File: src/rtl/core/csmv_pkg.sv
// ----------------------------------------------------------------------------
// csmv_pkg
// Shared types, codes and arithmetic helpers for the sparse matrix-vector
// accumulate core.
// ----------------------------------------------------------------------------
package csmv_pkg;

    localparam int DEF_MAX_ROWS = 4096;
    localparam int DEF_MAX_COLS = 4096;

    localparam int VALUE_W = 32;
    localparam int INDEX_W = 12;
    localparam int COUNT_W = 13;
    localparam int CFG_INDEX_W = 8;

    localparam logic [CFG_INDEX_W-1:0] CFG_ALPHA_GAIN = 8'd0;
    localparam logic [CFG_INDEX_W-1:0] CFG_BETA_GAIN  = 8'd1;
    localparam logic [CFG_INDEX_W-1:0] CFG_ROW_COUNT  = 8'd2;
    localparam logic [CFG_INDEX_W-1:0] CFG_COL_COUNT  = 8'd3;

    localparam logic signed [VALUE_W-1:0] ALPHA_RESET = 32'sd65536;
    localparam logic signed [VALUE_W-1:0] BETA_RESET  = 32'sd0;
    localparam logic [COUNT_W-1:0]        COUNT_RESET = 13'd4096;

    localparam logic signed [VALUE_W-1:0] Q_MAX = 32'sh7FFF_FFFF;
    localparam logic signed [VALUE_W-1:0] Q_MIN = 32'sh8000_0000;

    typedef enum logic [1:0] {
        MODE_LOAD_X  = 2'd0,
        MODE_LOAD_Y  = 2'd1,
        MODE_NONZERO = 2'd2,
        MODE_READ_Y  = 2'd3
    } csmv_mode_t;

    typedef enum logic [2:0] {
        ST_IDLE,
        ST_EXEC,
        ST_SCALE,
        ST_UPDATE,
        ST_RESULT
    } csmv_state_t;

    typedef struct packed {
        csmv_mode_t                 mode;
        logic [INDEX_W-1:0]         row_index;
        logic [INDEX_W-1:0]         col_index;
        logic signed [VALUE_W-1:0]  value;
    } csmv_item_t;

    typedef struct packed {
        logic signed [VALUE_W-1:0]  read_value;
        logic                       status;
    } csmv_result_t;

    typedef struct packed {
        logic signed [VALUE_W-1:0]  alpha_gain;
        logic signed [VALUE_W-1:0]  beta_gain;
        logic [COUNT_W-1:0]         row_count;
        logic [COUNT_W-1:0]         col_count;
    } csmv_cfg_t;

    // Drops the low 16 fraction bits (floor) and saturates to 32 bits.
    function automatic logic signed [VALUE_W-1:0] qsat(input logic signed [63:0] p);
        logic signed [VALUE_W-1:0] r;
        if ((p[63:47] == '0) || (p[63:47] == '1))
        begin
            r = p[47:16];
        end
        else if (p[63])
        begin
            r = Q_MIN;
        end
        else
        begin
            r = Q_MAX;
        end
        return r;
    endfunction

    function automatic logic signed [VALUE_W-1:0] sat_add(
        input logic signed [VALUE_W-1:0] a,
        input logic signed [VALUE_W-1:0] b
    );
        logic [VALUE_W:0]          s;
        logic signed [VALUE_W-1:0] r;
        s = {a[VALUE_W-1], a} + {b[VALUE_W-1], b};
        if (s[VALUE_W] == s[VALUE_W-1])
        begin
            r = s[VALUE_W-1:0];
        end
        else if (s[VALUE_W])
        begin
            r = Q_MIN;
        end
        else
        begin
            r = Q_MAX;
        end
        return r;
    endfunction

endpackage

File: src/rtl/core/csmv_ctrl.sv
// ----------------------------------------------------------------------------
// csmv_ctrl
// Request sequencer and datapath: range checks, the shared Q16.16
// multiplier, read-modify-write of the y store and the result register.
// ----------------------------------------------------------------------------
module csmv_ctrl import csmv_pkg::*; #(
    parameter int MAX_ROWS = DEF_MAX_ROWS,
    parameter int MAX_COLS = DEF_MAX_COLS,
    parameter int ROW_AW = (MAX_ROWS > 1) ? $clog2(MAX_ROWS) : 1,
    parameter int COL_AW = (MAX_COLS > 1) ? $clog2(MAX_COLS) : 1
) (
    input  logic                       clk,
    input  logic                       rst_n,
    input  logic                       item_valid,
    output logic                       item_stall,
    input  csmv_item_t                 item,
    output logic                       result_valid,
    input  logic                       result_stall,
    output csmv_result_t               result,
    input  csmv_cfg_t                  cfg,
    output logic                       x_wr_en,
    output logic [COL_AW-1:0]          x_wr_addr,
    output logic signed [VALUE_W-1:0]  x_wr_data,
    output logic                       x_rd_en,
    output logic [COL_AW-1:0]          x_rd_addr,
    input  logic signed [VALUE_W-1:0]  x_rd_data,
    output logic                       y_wr_en,
    output logic [ROW_AW-1:0]          y_wr_addr,
    output logic signed [VALUE_W-1:0]  y_wr_data,
    output logic                       y_rd_en,
    output logic [ROW_AW-1:0]          y_rd_addr,
    input  logic signed [VALUE_W-1:0]  y_rd_data
);

    localparam logic [16:0] ROW_LIMIT = 17'(MAX_ROWS);
    localparam logic [16:0] COL_LIMIT = 17'(MAX_COLS);

    csmv_state_t               state_reg, state_next;
    csmv_item_t                item_reg;
    logic                      ok_reg, ok_next;
    logic signed [VALUE_W-1:0] term_reg, term_next;
    logic signed [VALUE_W-1:0] rdval_reg, rdval_next;
    logic                      out_valid_reg, out_valid_next;
    csmv_result_t              out_data_reg, out_data_next;

    logic                      accept;
    logic                      row_ok;
    logic                      col_ok;
    logic                      out_free;
    logic signed [VALUE_W-1:0] mul_a;
    logic signed [VALUE_W-1:0] mul_b;
    logic signed [63:0]        product;

    assign accept   = item_valid && !item_stall;
    assign out_free = !out_valid_reg || !result_stall;

    assign row_ok = ({1'b0, item.row_index} < cfg.row_count)
                 && ({5'b0, item.row_index} < ROW_LIMIT);
    assign col_ok = ({1'b0, item.col_index} < cfg.col_count)
                 && ({5'b0, item.col_index} < COL_LIMIT);

    always_comb
    begin
        case (item.mode)
            MODE_LOAD_X:  ok_next = col_ok;
            MODE_NONZERO: ok_next = row_ok && col_ok;
            default:      ok_next = row_ok;
        endcase
    end

    assign mul_a   = (state_reg == ST_SCALE) ? term_reg :
                     ((item_reg.mode == MODE_LOAD_Y) ? cfg.beta_gain : cfg.alpha_gain);
    assign mul_b   = (state_reg == ST_SCALE) ? x_rd_data : item_reg.value;
    assign product = mul_a * mul_b;

    always_comb
    begin
        state_next = state_reg;
        case (state_reg)
            ST_IDLE:
            begin
                if (item_valid)
                begin
                    state_next = ST_EXEC;
                end
            end
            ST_EXEC:
            begin
                if (!ok_reg)
                begin
                    state_next = ST_RESULT;
                end
                else
                begin
                    case (item_reg.mode)
                        MODE_LOAD_Y:  state_next = ST_UPDATE;
                        MODE_NONZERO: state_next = ST_SCALE;
                        default:      state_next = ST_RESULT;
                    endcase
                end
            end
            ST_SCALE:  state_next = ST_UPDATE;
            ST_UPDATE: state_next = ST_RESULT;
            ST_RESULT:
            begin
                if (out_free)
                begin
                    state_next = ST_IDLE;
                end
            end
            default:   state_next = ST_IDLE;
        endcase
    end

    always_comb
    begin
        item_stall     = (state_reg != ST_IDLE);
        x_rd_en        = accept;
        y_rd_en        = accept;
        x_wr_en        = 1'b0;
        y_wr_en        = 1'b0;
        y_wr_data      = (item_reg.mode == MODE_LOAD_Y) ? term_reg
                                                        : sat_add(y_rd_data, term_reg);
        term_next      = term_reg;
        rdval_next     = rdval_reg;
        out_valid_next = out_valid_reg && result_stall;
        out_data_next  = out_data_reg;
        case (state_reg)
            ST_EXEC:
            begin
                term_next  = qsat(product);
                rdval_next = (ok_reg && (item_reg.mode == MODE_READ_Y)) ? y_rd_data : '0;
                x_wr_en    = ok_reg && (item_reg.mode == MODE_LOAD_X);
            end
            ST_SCALE:
            begin
                term_next = qsat(product);
            end
            ST_UPDATE:
            begin
                y_wr_en = 1'b1;
            end
            ST_RESULT:
            begin
                if (out_free)
                begin
                    out_valid_next           = 1'b1;
                    out_data_next.read_value = rdval_reg;
                    out_data_next.status     = !ok_reg;
                end
            end
            default:
            begin
            end
        endcase
    end

    assign x_rd_addr = COL_AW'(item.col_index);
    assign y_rd_addr = ROW_AW'(item.row_index);
    assign x_wr_addr = COL_AW'(item_reg.col_index);
    assign y_wr_addr = ROW_AW'(item_reg.row_index);
    assign x_wr_data = item_reg.value;

    always_ff @(posedge clk or negedge rst_n)
    begin
        if (!rst_n)
        begin
            state_reg     <= ST_IDLE;
            out_valid_reg <= 1'b0;
        end
        else
        begin
            state_reg     <= state_next;
            out_valid_reg <= out_valid_next;
        end
    end

    always_ff @(posedge clk)
    begin
        if (accept)
        begin
            item_reg <= item;
            ok_reg   <= ok_next;
        end
        term_reg     <= term_next;
        rdval_reg    <= rdval_next;
        out_data_reg <= out_data_next;
    end

    assign result_valid = out_valid_reg;
    assign result       = out_data_reg;

endmodule

File: config.mk
export PLATFORM = sky130hd
export DESIGN_NAME = csmv_ctrl
export DESIGN_NICKNAME = d
export VERILOG_FILES = /design/src/rtl/core/csmv_pkg.sv /design/src/rtl/core/csmv_ctrl.sv
export SDC_FILE = /design/constraint.sdc
export NUM_CORES = 2
export LEC_CHECK = 0
export CAP_MARGIN = 10
export CORE_ASPECT_RATIO = 2
export CORE_MARGIN = 4
export CORE_UTILIZATION = 45
export CTS_CLUSTER_SIZE = 25
export DETAILED_ROUTE_END_ITERATION = 16
export DONT_BUFFER_PORTS = 1
export SLEW_MARGIN = 20
export SYNTH_ARGS = -nofsm -noshare
export SYNTH_HDL_FRONTEND = slang
export SYNTH_SLANG_ARGS = --single-unit
File: constraint.sdc
create_clock -name clk -period 10.54 [get_ports clk]
set_clock_uncertainty 0.1 [all_clocks]
set_input_delay 1.054 -clock clk [delete_from_list [all_inputs] [get_ports clk]]
set_output_delay 1.054 -clock clk [all_outputs]
set_load 0.01 [all_outputs]
; ---- Word-level counts from Yosys, hierarchy flattened
; Index checks and enable logic that the tools add are counted.
[op_classes]
add_sub_neg = 1
multipliers = 1
n_lt_le_gt_ge = 2
eq_ne = 12
n_mux = 18
n_reduce_logical = 19
[ops]
columns = cell, n
row1 = 32-bit 2-to-1 mux, 8
row2 = 32-bit by 32-bit multiplier with 64-bit output, 1
row3 = 32-bit by 32-bit adder with 33-bit output, 1
row4 = 12-bit by 13-bit < comparator with 1-bit output, 2
row5 = "17-bit equality test, second input constant", 1
row6 = 17-bit zero test, 1
row7 = 3-bit case mux with 5 select lines, 1
row8 = 3-bit 2-to-1 mux, 3
row9 = "2-bit equality test, second input constant", 3
row10 = "3-bit by 2-bit equality test with 1-bit output, second input constant", 2
row11 = 3-bit case mux with 2 select lines, 1
row12 = 1-bit logical AND, 5
row13 = 1-bit zero test, 4
row14 = 2-bit zero test, 2
row15 = 1-bit 2-to-1 mux, 4
row16 = "2-bit inequality test, second input constant", 2
row17 = 2-bit AND reduction, 2
row18 = "3-bit by 1-bit equality test with 1-bit output, second input constant", 1
row19 = "3-bit equality test, second input constant", 1
row20 = 3-bit zero test, 1
row21 = 3-bit nonzero test, 1
row22 = "2-bit by 1-bit equality test with 1-bit output, second input constant", 1
row23 = 1-bit logical OR, 2
row24 = 1-bit case mux with 2 select lines, 1
row25 = other kinds (2), 2
[totals]
regBits = 160
input_bits = 216
out_inout_bits = 151
elab_cells = 64

; ---- Depth between registers and ports, before layout
[depth]
word_depth = 7
mapped_depth = 40
depth_no_buf = 34

; ---- Worst setup path before layout
; No wires, ideal clock.
[synth_timing]
kind = register to register
from = reg item_reg[57] (netlist name)
to = reg term_reg[10] (data pin)
setup_time_ns = 0.272
arrival_ns = 10.128
t_required_ns = 10.168
path_slack_ns = 0.041
stages_incl_launch_ff = 39
path_buffers = 6
synth_period_minus_slack_ns = 10.499
path_cell_list = edfxtp_1 inv_1 ha_1 buf_1 mux2i_1 nor2_1 a21o_1 clkbuf_1 clkbuf_1 nand2_1 inv_1 fa_1 inv_1 fa_1 inv_1 fa_1 inv_1 fa_1 [... 3 more ...] inv_1 fa_1 inv_1 fa_1 ha_1 clkbuf_1 a21oi_1 o21bai_1 a21o_1 a221o_1 a211o_1 a211oi_1 nor2_1 or4b_1 o41a_1 buf_2 buf_6 mux2i_1
[synth_between]
elab_chain_cells = 7
word_cells_on_any_way = 9
classes_between = mul: 1 / eq/ne: 2 / mux: 4 / reduce/logical: 2
[synth_rtl]
columns = element, line_no
row1 = from (decl), csmv_ctrl.sv:39  ; csmv_item_t item_reg;
row2 = from (signal assigned), csmv_ctrl.sv:182  ; item_reg <= item;
row3 = 2-bit by 1-bit equality test with 1-bit output (*), csmv_ctrl.sv:72  ; ((item_reg.mode == MODE_LOAD_Y) ? cfg.beta_gain : cfg.alpha_gain);
row4 = 32-bit 2-to-1 mux (*), csmv_ctrl.sv:72
row5 = 32-bit 2-to-1 mux (*), csmv_ctrl.sv:71  ; assign mul_a = (state_reg == ST_SCALE) ? term_reg :
row6 = 32-bit by 32-bit multiplier with 64-bit output (*), csmv_ctrl.sv:74  ; assign product = mul_a * mul_b;
row7 = 17-bit equality test or 17-bit zero test (tied branches), csmv_pkg.sv:65  ; if ((p[63:47] == '0) || (p[63:47] == '1))
row8 = 1-bit logical OR, csmv_pkg.sv:65
row9 = 32-bit 2-to-1 mux (*), csmv_pkg.sv:65
row10 = to (signal assigned), csmv_ctrl.sv:185  ; term_reg <= term_next;
row11 = to (decl), csmv_ctrl.sv:41  ; logic signed [VALUE_W-1:0] term_reg, term_next;
; Every way passes the cells marked *; elsewhere a longest branch is shown, timed or not.
; A chain may end at the register's enable or synchronous reset.

; ---- Worst setup path after layout
[layout_timing]
from = reg item_reg[57] (netlist name)
to = reg term_reg[11] (data pin)
; The elaborated chain is that of the path after synthesis.

==> metrics.txt <==
die width 232.5 um; die area about 0.11 mm2; Placement Rows 164; Slew @ Worst Pin ~1100 ps; Worst Hold Class in2async; Avg Cell Area, Syn ~9.2 um2; first-pass GRT wire length approximately 300000 um; FF/Latch Area roughly 0.0048 mm2; final setup TNS 0 ps; GRT overflow 0; CTS HTree Levels 4; critical path arrival around 11000 ps; final-stage net count ~6700; Largest stage delay, worst path between 600 and 700 ps; post-synthesis async set-or-reset flop share 0.02500; Clock transition at path regs 80 ps; Layout fillers 9455; Worst Path Max Fanout 8; vias ~38000; vias in the first global route between 40000 and 50000; outcome complete, no violations; maximum clock frequency roughly 96 MHz; clk_lat worst skew approximately 480 ps; crit path launch type flop; critical path required time 10620 ps; Hold Fails Final Rpt 0; RSZ-0062 raised after global routing yes; Tot GR Track Use 0.4038; setup violators final 0; number of buffers created by CTS 17; Hold-fix buffers, CTS 0; crit-path most repeated cell fa_1; ys flop type edfxtp_1; Setup CP Type reg2reg; Setup crit end kind flop; max-slew violation count 0; CTS root buffer clkbuf_16; Post-Syn Nets between 6000 and 7000; number of antenna violations at the first check in global routing 20; # DRC 0; flops & latches, synth between 150 and 200; worst path buffer plus inverter count 11; DIE HEIGHT approximately 460 um; relative slew slack 0.2974; number of vias per cell 5.807; delay-heaviest family, CP adder cells; Max Buffers Root-to-Sink 2; fin crit period 10430 ps; Syn-to-layout area delta 14.45%; most area-hungry cell type in the Yosys netlist fa_1; Seq/Total Area, Yosys 0.1055; top post-synthesis cells by area fa_1 (48%), edfxtp_1 (10%), inv_1 (8.0%), ha_1 (6.5%), nand2_1 (5.8%); post-synthesis cell type count between 80 and 90; Synth Warn # 0; DP HPWL between 150000 and 200000 um; Syn Std Cell Area between 0.04 and 0.05 mm2; Final Cycle Share 0.9892; Port-buffer cells 0; Iteration-0 DRC Markers 3018; Non-Filler Instances 6530; area occupied by multi-input gates around 0.036 mm2; Largest register FFs 33; Post-synth EDFFs about 160; Slowest-stage cell, CP fa_2; ratio of cells with drive above 1 in the final layout 0.1353; WL/cell 32.71 um; placer congestion estimate around 1.0; antenna-violating nets left 0; largest net degree at the start of global routing 47; core area around 0.1 mm2; DR pass1 iterations 5; Synth top area share 0.4781; most common cell in the netlist fa_1; CTS Sinks 160; Post-Syn Instances 4905; Starting Density 0.4538; number of max-cap violations 0; Top-Level Pins around 370; total wire length 213600 um; TritonCTS clock tree built; leading cell types by count after synthesis fa_1 (1083), inv_1 (968), nand2_1 (702); placed cell count between 6000 and 7000
[per-stage QoR]
stage / setup WS [ps] / area (um2) / util / hold slack [ps]
2_1_floorplan: 40.61 / 45350 / - / 300.3
3_3_place_gp: -135.3 / 50340 / 0.5038 / 300.7
3_5_place_dp: -84.02 / 50340 / 0.5038 / 305.2
4_1_cts: 28.99 / 50980 / 0.5102 / 158.9
5_1_grt: -32.78 / 51880 / 0.5192 / 168.7
6_report: 114.1 / 51900 / 0.5194 / 181.2
[layer usage]
layer | routed length [um] | share of wire | vias up | GRT usage
met3 | 17050 | 0.080 | 1123 | 0.09645
met4 | 34520 | 0.16 | 6 | 0.4644
li1 | - | - | 15360 | -
met1 | 56850 | 0.27 | 19230 | 0.3499
met5 | 43 | 0.00020 | - | 0
met2 | 105100 | 0.49 | 2204 | 0.6956
[final timing paths]
kind                       slack (ps)      endpoint    startpoint  cells past startpoint
setup / recovery                  110  term_reg[11]  item_reg[57]                     36
hold / removal                    180  result_valid         rst_n                      0
setup reg to reg                  110  term_reg[11]  item_reg[57]                     36
hold reg to reg                   320     result[6]  rdval_reg[5]                      0
max in group asynchronous       10080  state_reg[1]         rst_n                      0
min in group clk                  320     result[6]  rdval_reg[5]                      0
[layout make-up]
class | instances | share of cell area
multi-input cells | 3476 | 0.6934
diodes | 22 | 0.001061
well taps | 1328 | 0.03201
repair buffers | 543 | 0.09874
inverters | 969 | 0.07022
flip-flops and latches | 160 | 0.09226
clock inverters | 14 | 0.004026
clock buffers | 18 | 0.008269
[what timing repair did]
action / 4_1_cts / 5_1_grt
cloned: 0 / 7
setup endpoints to repair: 31 / 31
setup buffers: 0 / 34
gates resized for setup: 1 / 91
pin swaps: 0 / 7
[logic make-up after synthesis]
family | after synthesis | share of synthesized area
AND/OR/NAND/NOR | 1517 | 0.1361
adder cells (fa/ha/maj) | 1333 | 0.5464
buffers and inverters | 1270 | 0.1126
AO/OA/AOI/OAI | 449 | 0.06260
flip-flops | 160 | 0.1055
multiplexers | 94 | 0.02083
XOR/XNOR | 82 | 0.01600
[layout by cell type (no fill, tap or decap), types with 54 or more instances in the layout]
cell	n
ha_1	229
mux2i_1	74
a21oi_1	125
nand2_1	699
fa_1	1068
a21o_1	65
inv_1	964
buf_4	456
nor2_1	615
xnor2_1	54
edfxtp_1	156
buf_12	69
o21ai_0	96
Power is not shown: default switching activity piles up to over one toggle a cycle in this logic, so the estimate is an artifact.
